[src/design/rcfp_pkg.sv]
package rcfp_pkg;

	// Item kinds on the input channel
	localparam logic OP_BYTE = 1'b0;
	localparam logic OP_TICK = 1'b1;

	// Result kinds
	localparam logic [1:0] KIND_RC   = 2'd0;
	localparam logic [1:0] KIND_LINK = 2'd1;
	localparam logic [1:0] KIND_NAME = 2'd2;

	// Frame types that produce results
	localparam logic [7:0] TYPE_LINK = 8'h14;
	localparam logic [7:0] TYPE_RC   = 8'h16;
	localparam logic [7:0] TYPE_INFO = 8'h29;

	// Configuration register indexes
	localparam logic [1:0] REG_SYNC = 2'd0;
	localparam logic [1:0] REG_GAP  = 2'd1;
	localparam logic [1:0] REG_POLY = 2'd2;

	// Configuration reset values
	localparam logic [7:0] SYNC_RST = 8'hC8;
	localparam logic [7:0] GAP_RST  = 8'd5;
	localparam logic [7:0] POLY_RST = 8'hD5;

	// Quiet counter saturation
	localparam logic [7:0] QUIET_MAX = 8'hFF;

	// Payload layout
	localparam int CH_BITS     = 11;
	localparam int ACC_W       = CH_BITS + 7;
	localparam int CNT_W       = 5;
	localparam logic [3:0] RC_LAST   = 4'd15;
	localparam logic [3:0] LINK_LAST = 4'd9;
	localparam int RC_BASE     = 3;
	localparam int LINK_BASE   = 3;
	localparam int NAME_BASE   = 5;

	typedef struct packed {
		logic       op;
		logic [7:0] data_byte;
	} in_item_t;

	typedef struct packed {
		logic [1:0]  kind;
		logic [3:0]  index;
		logic [10:0] value;
		logic        last;
	} out_item_t;

	// Good frame finished: start of result emission
	typedef struct packed {
		logic       start;
		logic [7:0] ftype;
	} frame_done_t;

	// One byte through the CRC8, MSB first
	function automatic logic [7:0] crc8_step(input logic [7:0] crc, input logic [7:0] b,
		input logic [7:0] poly);
		logic [7:0] c;
		c = crc ^ b;
		for (int k = 0; k < 8; k++) begin
			c = c[7] ? ((c << 1) ^ poly) : (c << 1);
		end
		return c;
	endfunction

endpackage

[src/design/rcfp_store.sv]
module rcfp_store import rcfp_pkg::*; #(
	parameter int DEPTH = 64,
	parameter int AW    = 6
) (
	input  logic          clk,
	input  logic          arst_n,
	input  logic          wr_en,
	input  logic [AW-1:0] wr_addr,
	input  logic [7:0]    wr_data,
	input  logic          rd_en,
	input  logic [AW-1:0] rd_addr,
	output logic [7:0]    rd_data
);

	logic [7:0]       mem [DEPTH];
	logic [DEPTH-1:0] vld_q;
	logic [7:0]       data_s1;
	logic             vld_s1;

	// Write port
	always_ff @(posedge clk) begin
		if (wr_en) begin
			mem[wr_addr] <= wr_data;
		end
	end

	// Entry written since reset; unwritten entries read as zero
	always_ff @(posedge clk or negedge arst_n) begin
		if (!arst_n) begin
			vld_q <= '0;
		end else if (wr_en) begin
			vld_q[wr_addr] <= 1'b1;
		end
	end

	// Registered read port
	always_ff @(posedge clk) begin
		if (rd_en) begin
			data_s1 <= mem[rd_addr];
			vld_s1  <= vld_q[rd_addr];
		end
	end

	assign rd_data = vld_s1 ? data_s1 : 8'd0;

endmodule

[src/design/rcfp_rx.sv]
module rcfp_rx import rcfp_pkg::*; #(
	parameter int MAX_FRAME = 64,
	parameter int AW        = 6
) (
	input  logic          clk,
	input  logic          arst_n,
	input  logic          in_fire,
	input  in_item_t      in_item,
	input  logic [7:0]    sync_address,
	input  logic [7:0]    gap_limit_ms,
	input  logic [7:0]    crc_poly,
	output logic          wr_en,
	output logic [AW-1:0] wr_addr,
	output logic [7:0]    wr_data,
	output frame_done_t   done
);

	localparam logic [1:0] PH_SYNC = 2'd0;
	localparam logic [1:0] PH_LEN  = 2'd1;
	localparam logic [1:0] PH_BODY = 2'd2;

	localparam logic [7:0]  LEN_MIN = 8'd2;
	localparam logic [7:0]  LEN_MAX = 8'(MAX_FRAME - 2);
	localparam logic [AW-1:0] ADDR_SYNC = AW'(0);
	localparam logic [AW-1:0] ADDR_LEN  = AW'(1);
	localparam logic [AW-1:0] ADDR_TYPE = AW'(2);

	logic [1:0]    phase_q;
	logic [AW-1:0] len_q;
	logic [AW-1:0] pos_q;
	logic [7:0]    crc_q;
	logic [7:0]    quiet_q;
	logic [7:0]    type_q;

	logic          is_byte;
	logic          is_tick;
	logic [7:0]    b;
	logic [1:0]    phase_eff;
	logic [AW:0]   pos_nx;
	logic          frame_end;
	logic          len_ok;
	logic          type_known;

	assign b       = in_item.data_byte;
	assign is_byte = in_fire && (in_item.op == OP_BYTE);
	assign is_tick = in_fire && (in_item.op == OP_TICK);

	// Resync on a line gap before handling the byte
	assign phase_eff  = (quiet_q > gap_limit_ms) ? PH_SYNC : phase_q;
	assign pos_nx     = {1'b0, pos_q} + (AW+1)'(1);
	assign frame_end  = pos_nx >= ({1'b0, len_q} + (AW+1)'(2));
	assign len_ok     = (b >= LEN_MIN) && (b <= LEN_MAX);
	assign type_known = (type_q == TYPE_RC) || (type_q == TYPE_LINK) || (type_q == TYPE_INFO);

	// Store writes
	always_comb begin
		wr_en   = 1'b0;
		wr_addr = pos_q;
		wr_data = b;
		unique case (phase_eff)
			PH_SYNC: begin
				wr_en   = is_byte && (b == sync_address);
				wr_addr = ADDR_SYNC;
			end
			PH_LEN: begin
				wr_en   = is_byte && len_ok;
				wr_addr = ADDR_LEN;
			end
			PH_BODY: begin
				wr_en   = is_byte;
				wr_addr = pos_q;
			end
			default: begin
				wr_en = 1'b0;
			end
		endcase
	end

	// Hand a good frame to the emitter
	assign done.start = is_byte && (phase_eff == PH_BODY) && frame_end && (crc_q == b) &&
		type_known;
	assign done.ftype = type_q;

	// Parser state
	always_ff @(posedge clk or negedge arst_n) begin
		if (!arst_n) begin
			phase_q <= PH_SYNC;
			len_q   <= '0;
			pos_q   <= '0;
			crc_q   <= '0;
			quiet_q <= QUIET_MAX;
			type_q  <= '0;
		end else if (is_tick) begin
			if (quiet_q != QUIET_MAX) begin
				quiet_q <= quiet_q + 8'd1;
			end
		end else if (is_byte) begin
			quiet_q <= '0;
			unique case (phase_eff)
				PH_SYNC: begin
					phase_q <= (b == sync_address) ? PH_LEN : PH_SYNC;
				end
				PH_LEN: begin
					if (len_ok) begin
						len_q   <= b[AW-1:0];
						pos_q   <= ADDR_TYPE;
						crc_q   <= '0;
						phase_q <= PH_BODY;
					end else begin
						phase_q <= PH_SYNC;
					end
				end
				PH_BODY: begin
					pos_q <= pos_nx[AW-1:0];
					if (pos_q == ADDR_TYPE) begin
						type_q <= b;
					end
					if (frame_end) begin
						phase_q <= PH_SYNC;
					end else begin
						crc_q <= crc8_step(crc_q, b, crc_poly);
					end
				end
				default: begin
					phase_q <= PH_SYNC;
				end
			endcase
		end
	end

endmodule

[src/design/rcfp_emit.sv]
module rcfp_emit import rcfp_pkg::*; #(
	parameter int NAME_LEN = 16,
	parameter int AW       = 6
) (
	input  logic          clk,
	input  logic          arst_n,
	input  frame_done_t   done,
	output logic          busy,
	output logic          rd_en,
	output logic [AW-1:0] rd_addr,
	input  logic [7:0]    rd_data,
	output logic          out_valid,
	input  logic          out_ready,
	output out_item_t     out_data
);

	localparam logic [1:0] S_IDLE = 2'd0;
	localparam logic [1:0] S_NEXT = 2'd1;
	localparam logic [1:0] S_DATA = 2'd2;
	localparam logic [1:0] S_EMIT = 2'd3;

	localparam logic [3:0]       NAME_LAST = 4'(NAME_LEN - 1);
	localparam logic [CNT_W-1:0] CH_CNT    = CNT_W'(CH_BITS);
	localparam logic [CNT_W-1:0] BYTE_CNT  = CNT_W'(8);

	logic [1:0]       st_q;
	logic [1:0]       kind_q;
	logic [3:0]       idx_q;
	logic [AW-1:0]    addr_q;
	logic [ACC_W-1:0] acc_q;
	logic [CNT_W-1:0] cnt_q;
	logic [7:0]       byte_q;
	out_item_t        out_q;
	logic             out_valid_q;

	logic             out_free;
	logic             need_read;
	out_item_t        res;

	assign out_free  = !out_valid_q || out_ready;
	assign need_read = !((kind_q == KIND_RC) && (cnt_q >= CH_CNT)) &&
		!((kind_q == KIND_NAME) && (idx_q == NAME_LAST));
	assign rd_en     = (st_q == S_NEXT) && need_read;
	assign rd_addr   = addr_q;
	assign busy      = st_q != S_IDLE;

	// Result of the current step
	always_comb begin
		res.kind  = kind_q;
		res.index = idx_q;
		res.value = {3'd0, byte_q};
		res.last  = 1'b0;
		unique case (kind_q)
			KIND_RC: begin
				res.value = acc_q[CH_BITS-1:0];
				res.last  = idx_q == RC_LAST;
			end
			KIND_LINK: begin
				res.last = idx_q == LINK_LAST;
			end
			KIND_NAME: begin
				res.last = byte_q == 8'd0;
			end
			default: begin
				res.last = 1'b1;
			end
		endcase
	end

	// Sequencer: read bytes, gather bits, emit one result at a time
	always_ff @(posedge clk or negedge arst_n) begin
		if (!arst_n) begin
			st_q   <= S_IDLE;
			kind_q <= KIND_RC;
			idx_q  <= '0;
			addr_q <= '0;
			acc_q  <= '0;
			cnt_q  <= '0;
			byte_q <= '0;
		end else begin
			unique case (st_q)
				S_IDLE: begin
					if (done.start) begin
						idx_q <= '0;
						acc_q <= '0;
						cnt_q <= '0;
						st_q  <= S_NEXT;
						priority if (done.ftype == TYPE_RC) begin
							kind_q <= KIND_RC;
							addr_q <= AW'(RC_BASE);
						end else if (done.ftype == TYPE_LINK) begin
							kind_q <= KIND_LINK;
							addr_q <= AW'(LINK_BASE);
						end else begin
							kind_q <= KIND_NAME;
							addr_q <= AW'(NAME_BASE);
						end
					end
				end
				S_NEXT: begin
					if (need_read) begin
						addr_q <= addr_q + AW'(1);
						st_q   <= S_DATA;
					end else begin
						if (kind_q == KIND_NAME) begin
							byte_q <= '0;
						end
						st_q <= S_EMIT;
					end
				end
				S_DATA: begin
					if (kind_q == KIND_RC) begin
						acc_q <= acc_q | (ACC_W'(rd_data) << cnt_q);
						cnt_q <= cnt_q + BYTE_CNT;
						st_q  <= S_NEXT;
					end else begin
						byte_q <= rd_data;
						st_q   <= S_EMIT;
					end
				end
				S_EMIT: begin
					if (out_free) begin
						idx_q <= idx_q + 4'd1;
						st_q  <= res.last ? S_IDLE : S_NEXT;
						if (kind_q == KIND_RC) begin
							acc_q <= acc_q >> CH_BITS;
							cnt_q <= cnt_q - CH_CNT;
						end
					end
				end
				default: begin
					st_q <= S_IDLE;
				end
			endcase
		end
	end

	// Output register
	always_ff @(posedge clk or negedge arst_n) begin
		if (!arst_n) begin
			out_valid_q <= 1'b0;
		end else if ((st_q == S_EMIT) && out_free) begin
			out_valid_q <= 1'b1;
		end else if (out_ready) begin
			out_valid_q <= 1'b0;
		end
	end

	always_ff @(posedge clk) begin
		if ((st_q == S_EMIT) && out_free) begin
			out_q <= res;
		end
	end

	assign out_valid = out_valid_q;
	assign out_data  = out_q;

endmodule

[src/design/rc_frame_parser_crc8_unit.sv]
// Radio-control frame parser with CRC8 check.
// Input channel (in_valid/in_ready/in_data) carries one transaction per
// received byte or per one-millisecond tick. Bytes and ticks are taken one per
// cycle while no frame is being unpacked.
// Output channel (out_valid/out_ready/out_data) delivers decoded results: 16
// RC channels, 10 link statistics, or device name characters ending in a zero.
// When the last byte of a good frame is taken, a sequencer unpacks it from the
// frame store, which has a single registered read port: each byte is requested
// and then taken in, and a result is registered for output once it is gathered.
// The input stays stalled while the frame is being unpacked.
// A stalled receiver holds the sequencer at its current result; a finished
// result waits in the output register, and input resumes once the last
// result of the frame is registered.
// Reset puts the parser into sync hunting, loads the configuration defaults and
// marks every store entry unwritten, so it reads as zero; no clearing pass.
// Configuration writes (cfg_we/cfg_idx/cfg_wdata) take effect at once; the user
// must make them only while the block is idle; the block does not enforce it.
module rc_frame_parser_crc8_unit import rcfp_pkg::*; #(
	parameter int MAX_FRAME = 64,
	parameter int NAME_LEN  = 16
) (
	input  logic       clk,
	input  logic       arst_n,
	input  logic       in_valid,
	output logic       in_ready,
	input  in_item_t   in_data,
	output logic       out_valid,
	input  logic       out_ready,
	output out_item_t  out_data,
	input  logic       cfg_we,
	input  logic [1:0] cfg_idx,
	input  logic [7:0] cfg_wdata
);

	localparam int AW = $clog2(MAX_FRAME);

	logic [7:0]    sync_q;
	logic [7:0]    gap_q;
	logic [7:0]    poly_q;

	logic          in_fire;
	logic          busy;
	logic          wr_en;
	logic [AW-1:0] wr_addr;
	logic [7:0]    wr_data;
	logic          rd_en;
	logic [AW-1:0] rd_addr;
	logic [7:0]    rd_data;
	frame_done_t   done;

	assign in_ready = !busy;
	assign in_fire  = in_valid && in_ready;

	// Configuration registers
	always_ff @(posedge clk or negedge arst_n) begin
		if (!arst_n) begin
			sync_q <= SYNC_RST;
			gap_q  <= GAP_RST;
			poly_q <= POLY_RST;
		end else if (cfg_we) begin
			unique case (cfg_idx)
				REG_SYNC: sync_q <= cfg_wdata;
				REG_GAP:  gap_q  <= cfg_wdata;
				REG_POLY: poly_q <= cfg_wdata;
				default: begin
				end
			endcase
		end
	end

	rcfp_rx #(
		.MAX_FRAME(MAX_FRAME),
		.AW       (AW)
	) u_rx (
		.clk         (clk),
		.arst_n      (arst_n),
		.in_fire     (in_fire),
		.in_item     (in_data),
		.sync_address(sync_q),
		.gap_limit_ms(gap_q),
		.crc_poly    (poly_q),
		.wr_en       (wr_en),
		.wr_addr     (wr_addr),
		.wr_data     (wr_data),
		.done        (done)
	);

	rcfp_store #(
		.DEPTH(MAX_FRAME),
		.AW   (AW)
	) u_store (
		.clk    (clk),
		.arst_n (arst_n),
		.wr_en  (wr_en),
		.wr_addr(wr_addr),
		.wr_data(wr_data),
		.rd_en  (rd_en),
		.rd_addr(rd_addr),
		.rd_data(rd_data)
	);

	rcfp_emit #(
		.NAME_LEN(NAME_LEN),
		.AW      (AW)
	) u_emit (
		.clk      (clk),
		.arst_n   (arst_n),
		.done     (done),
		.busy     (busy),
		.rd_en    (rd_en),
		.rd_addr  (rd_addr),
		.rd_data  (rd_data),
		.out_valid(out_valid),
		.out_ready(out_ready),
		.out_data (out_data)
	);

	// A finished frame only arrives while the sequencer is free
	a_start_idle: assert property (@(posedge clk) disable iff (!arst_n)
		done.start |-> !busy)
		else $error("frame handed over while emitter busy");

	// The sequencer picks up every finished frame
	a_start_busy: assert property (@(posedge clk) disable iff (!arst_n)
		done.start |=> busy)
		else $error("finished frame not picked up");

	// Store reads and writes never overlap
	a_no_rw: assert property (@(posedge clk) disable iff (!arst_n)
		rd_en |-> !wr_en)
		else $error("store read during write");

	// Link statistics end at the tenth byte
	a_link_last: assert property (@(posedge clk) disable iff (!arst_n)
		(out_valid && out_data.last && (out_data.kind == KIND_LINK)) |->
		(out_data.index == LINK_LAST))
		else $error("link statistics ended early");

endmodule

[config.mk]
export PLATFORM = sky130hd
export DESIGN_NAME = rc_frame_parser_crc8_unit
export DESIGN_NICKNAME = d
export VERILOG_FILES = /design/src/design/rcfp_pkg.sv /design/src/design/rcfp_store.sv /design/src/design/rcfp_rx.sv /design/src/design/rcfp_emit.sv /design/src/design/rc_frame_parser_crc8_unit.sv
export SDC_FILE = /design/constraint.sdc
export NUM_CORES = 1
export LEC_CHECK = 0
export ABC_AREA = 1
export BUFFER_PORTS_ARGS = -buffer_cell sky130_fd_sc_hd__buf_2
export CELL_PAD_IN_SITES_DETAIL_PLACEMENT = 1
export CELL_PAD_IN_SITES_GLOBAL_PLACEMENT = 2
export CORE_MARGIN = 2
export CORE_UTILIZATION = 46
export DETAILED_ROUTE_END_ITERATION = 16
export GPL_ROUTABILITY_DRIVEN = 0
export PLACE_DENSITY = 0.92
export SLEW_MARGIN = 0
export SYNTH_ARGS = -nofsm -noshare
export SYNTH_HDL_FRONTEND = slang
export SYNTH_SLANG_ARGS = --single-unit
[constraint.sdc]
create_clock -name clk -period 6.3 [get_ports clk]
set_input_delay 1.26 -clock clk [delete_from_list [all_inputs] [get_ports clk]]
set_output_delay 1.26 -clock clk [all_outputs]
set_load 0.005 [all_outputs]
==> metrics.md <==
| Metric | Value |
|---|---|
| Vias per Instance | 5.94 |
| Top-count cell post-synth | edfxtp_1 |
| Die X | 264 µm |
| CP Class | flip-flop to flip-flop |
| Maximum VDD drop | 0.267 mV |
| Design Area, Final | 0.0344 mm² |
| Worst Path Max Fanout | 20 |
| Largest family of logic cells by synthesized area | simple AND/OR/NAND/NOR gates |
| Max-cap viol count | 0 |
| CP Launch Type | flip-flop |
| TritonCTS clock tree | built |
| DR iter-0 viols | 2133 |
| Top_reg_cell synth | edfxtp_1 |
| Ranking of synthesized cells by area | edfxtp_1 52%, dfrtp_1 12%, o21ai_0 7.0% |
| Ys async rst share | 24.2% |
| Total power | 15.3 mW |
| Die ar. | a little under 0.07 mm² |
| Worst R2R Setup Slack | around 1.2 ns |
| Crit path to | u_emit.acc_q[4] |
| Element type at the critical path end | flip-flop |
| Compound-cell area share of the yosys netlist | 12.4% |
| Yosys top cell area share | between 50 and 60% |
| Reg2Reg Depth | 17 |
| Fin crit share | 80.3% |
| CTS buffer count | 75 |
| Initial core utilization | between 40% and 50% |
| Adder-Cell Fraction of Synth Area | 1.13% |
| Nets | 2893 |
| Delay of the slowest critical-path stage | about 0.58 ns |
| Worst skew pair latency | 0.64 ns |
| Vias in the first global route | between 20000 and 25000 |
| Setup Viol. Count Final | 0 |
| Critical-path top delay cell | inv_1 |
| Placed cell area | 0.0319 mm² |
| Final-layout fill cell count | roughly 7100 |
| CTS H-Tree Depth | 3 |
| Multiplexer share of the synthesized area | less than 1% |
| Root Driver | clkbuf_16 |
| Maximum buffer depth of the clock tree | 3 |
| Pin count of the biggest net entering global routing | 157 |
| Post-synth EDFFs | 539 |
| Crit path depth | 17 |
| Die H | 264 µm |
| RSZ-0062 raised after global routing | no |
| First-pass GRT wire length | 142000 µm |
| Gr ovfl total | 0 |
| Share of post-route cells with drive strength above 1 | a little over a tenth |
| Reg-to-reg startpoint | u_rx.quiet_q[7] |
| Worst path cell trace | ha_1 > nand2_1 > nor2_1 > nand3_1 > o21ai_0 > nand2_1 > inv_1 > ha_1 > inv_1 > nor2_1 > nor4b_1 > nand2_1 > nand2_1 > nand3_1 > inv_1 > nand2_1 > o211ai_1 |
| Seq/Total Area, Yosys | 66.2% |
| Vias | 22400 |
| Max frequency | ~200 MHz |
| IO Port Bufs | 43 |
| Syn Area/Cell | 10.8 µm² |
| Critical path launch point | u_rx.quiet_q[7] |
| Worst Max-Slew Pin Slew | 1.27 ns |
| Total track usage | 26.8% |
| Yosys warning count | 0 |
| Leakage | 12.7 nW |
| CTS clock-pin slew for the worst setup and hold paths | 0.06 ns |
| Simple-Gate Fraction of Synth Area | 14.8% |
| Post-route DRC | 0 |
| Layout Cells excl Fill | 3778 |
| Drt total wl | around 94000 µm |
| Post-layout min period | 5.06 ns |
| # Post-CTS Setup Buffers | 0 |
| Clock sink count | roughly 700 |
| Wire length per cell | roughly 25 µm |
| Slew Viols, Final | 0 |
| Reg2reg end | u_emit.acc_q[4] |
| Cells after Synth | 2860 |
| Data required time of the worst path | 6.83 ns |
| Rows | 95 |
| Xor and xnor fraction of the mapped netlist area | 1.21% |
| Mapped Nets | 2912 |
| Post-cts resize count | 0 |
| Layout area overhead | 11.0% |
| Setup TNS | 0 ns |
| Dominant cell type by area after synthesis | edfxtp_1 |
| Critical path arrival | about 5.6 ns |
| Post-synth cell types | 53 |
| Top delay family on crit path | simple AND/OR/NAND/NOR gates |
| Layout Skew | 0.0306 ns |
| Initial antenna violation count | 3 |
| Register bit total from synthesis | 711 |
| Dpl hpwl | 59200 µm |
| Fin. Hold Viols | 0 |
| Routed Antenna Nets | 0 |
| Top post-synthesis cells by count | 539 x edfxtp_1, 434 x o21ai_0, 389 x nor2_1 |
| DR pass1 iterations | 5 |
| Placed Cells | 3637 |
| Slew margin rel. | 15.6% |
| Most used cell, CP | nand2_1 |
| Worst Path Buf+Inv | 3 |
| Hold crit path type | flip-flop to flip-flop |
| Hold_buf cts | 0 |
| I/O Pins | 44 |
| Status | finished clean |
| Netlist Area Pre-Place | 0.0310 mm² |
| PwrDens | 445 mW/mm² |
| Core outline area | between 0.06 and 0.07 mm² |
area by class of cell:
cell class | count | area (µm²) | share of cell area (%)
Inverter | 182 | 692 | 2.01
Clock inverter | 40 | 443 | 1.29
Antenna cell | 1 | 2.50 | 0.00727
Sequential cell | 711 | 20500 | 59.7
Multi-Input combinational cell | 1803 | 9150 | 26.6
Timing Repair Buffer | 68 | 412 | 1.20
Clock buffer | 100 | 2080 | 6.06
Tap cell | 873 | 1090 | 3.18
cell usage in the layout (no fill, tap or decap), types with 8 or more instances in the layout:
master	instances
a21oi_1	68
buf_2	42
buf_4	25
bufinv_16	8
clkbuf_1	17
clkbuf_16	78
clkinv_1	11
clkinv_2	11
dfrtp_1	151
dfstp_2	18
edfxtp_1	539
ha_1	28
inv_1	165
inv_2	14
nand2_1	387
nand2_2	20
nand3_1	130
nand4_1	49
nor2_1	387
nor3_1	14
o211ai_1	19
o21ai_0	434
o221ai_1	53
o22ai_1	86
or2_2	37
xnor2_1	17
xor2_1	17
cell families after synthesis:
| logic type | count (synthesis) |
|---|---|
| AO/OA/AOI/OAI | 682 |
| XOR/XNOR | 38 |
| buffers and inverters | 346 |
| multiplexers | 1 |
| adder cells (fa/ha/maj) | 28 |
| AND/OR/NAND/NOR | 1054 |
| flip-flops | 711 |
flip-flops by register name, indices dropped and copies added, names as in the netlist:
register and flops:
u_store.vld_s1 1, u_rx.len_q 6, u_rx.pos_q 6, u_rx.crc_q 8, sync_q 8, u_emit.out_valid 1
gap_q 8, u_emit.acc_q 18, u_store.vld_q 64, u_emit.idx_q 4, u_store.mem 512, u_rx.phase_q 2
u_emit.st_q 2, u_emit.cnt_q 5, u_emit.byte_q 8, u_rx.type_q 8, u_store.data_s1 8, u_rx.quiet_q 8
u_emit.kind_q 2, u_emit.rd_addr 6, u_emit.out_data 18, poly_q 8
report_power, final:
group / leakage (nW) / internal, mW / switching, mW
clock network: 1.22 / 2.67 / 1.89
registers: 6.97 / 5.40 / 0.411
logic: 4.52 / 1.34 / 3.58
total: 12.7 / 9.41 / 5.88
per-stage QoR:
step                      hold WS, ns  worst slack, ns  utilization, %
after floorplan                 0.427             2.87               -
after global placement          0.438             1.51            47.6
after detailed placement        0.450             1.27            47.6
after CTS                       0.464             1.19            51.4
after global routing            0.483            0.741            51.4
final                           0.462             1.24            51.4
how the worst min path moves through the flow:
stage                              endpoint         startpoint  cells past startpoint  slack, ns
after floorplan           u_store.vld_q[14]  u_store.vld_q[14]                      2       0.43
after detailed placement  u_store.vld_q[14]  u_store.vld_q[14]                      2       0.45
after global placement    u_store.vld_q[22]  u_store.vld_q[22]                      2       0.44
after CTS                 u_store.vld_q[14]  u_store.vld_q[14]                      2       0.46
final                     u_store.vld_q[14]  u_store.vld_q[14]                      2       0.46
after global routing      u_store.vld_q[43]  u_store.vld_q[43]                      1       0.48
worst register-to-register path, cell delays in order (launching register included):
cell      delay [ns]
dfstp_2         0.55
ha_1            0.16
nand2_1         0.08
nor2_1          0.15
nand3_1         0.08
o21ai_0         0.55
nand2_1         0.36
inv_1           0.29
ha_1            0.23
inv_1           0.10
nor2_1          0.23
nor4b_1         0.27
nand2_1         0.32
nand2_1         0.21
nand3_1         0.27
inv_1           0.58
nand2_1         0.28
o211ai_1        0.26
metal layers:
metal  part of all wire, %  track usage, %  vias to the layer above
li1                      -               -                    10100
met1                    42            35.9                    11300
met2                    48            44.7                      843
met3                   6.5            4.05                      184
met4                   3.1            9.41                        2
met5                 0.014               0                        -
No activity file was read; power rests on OpenSTA's default activity.
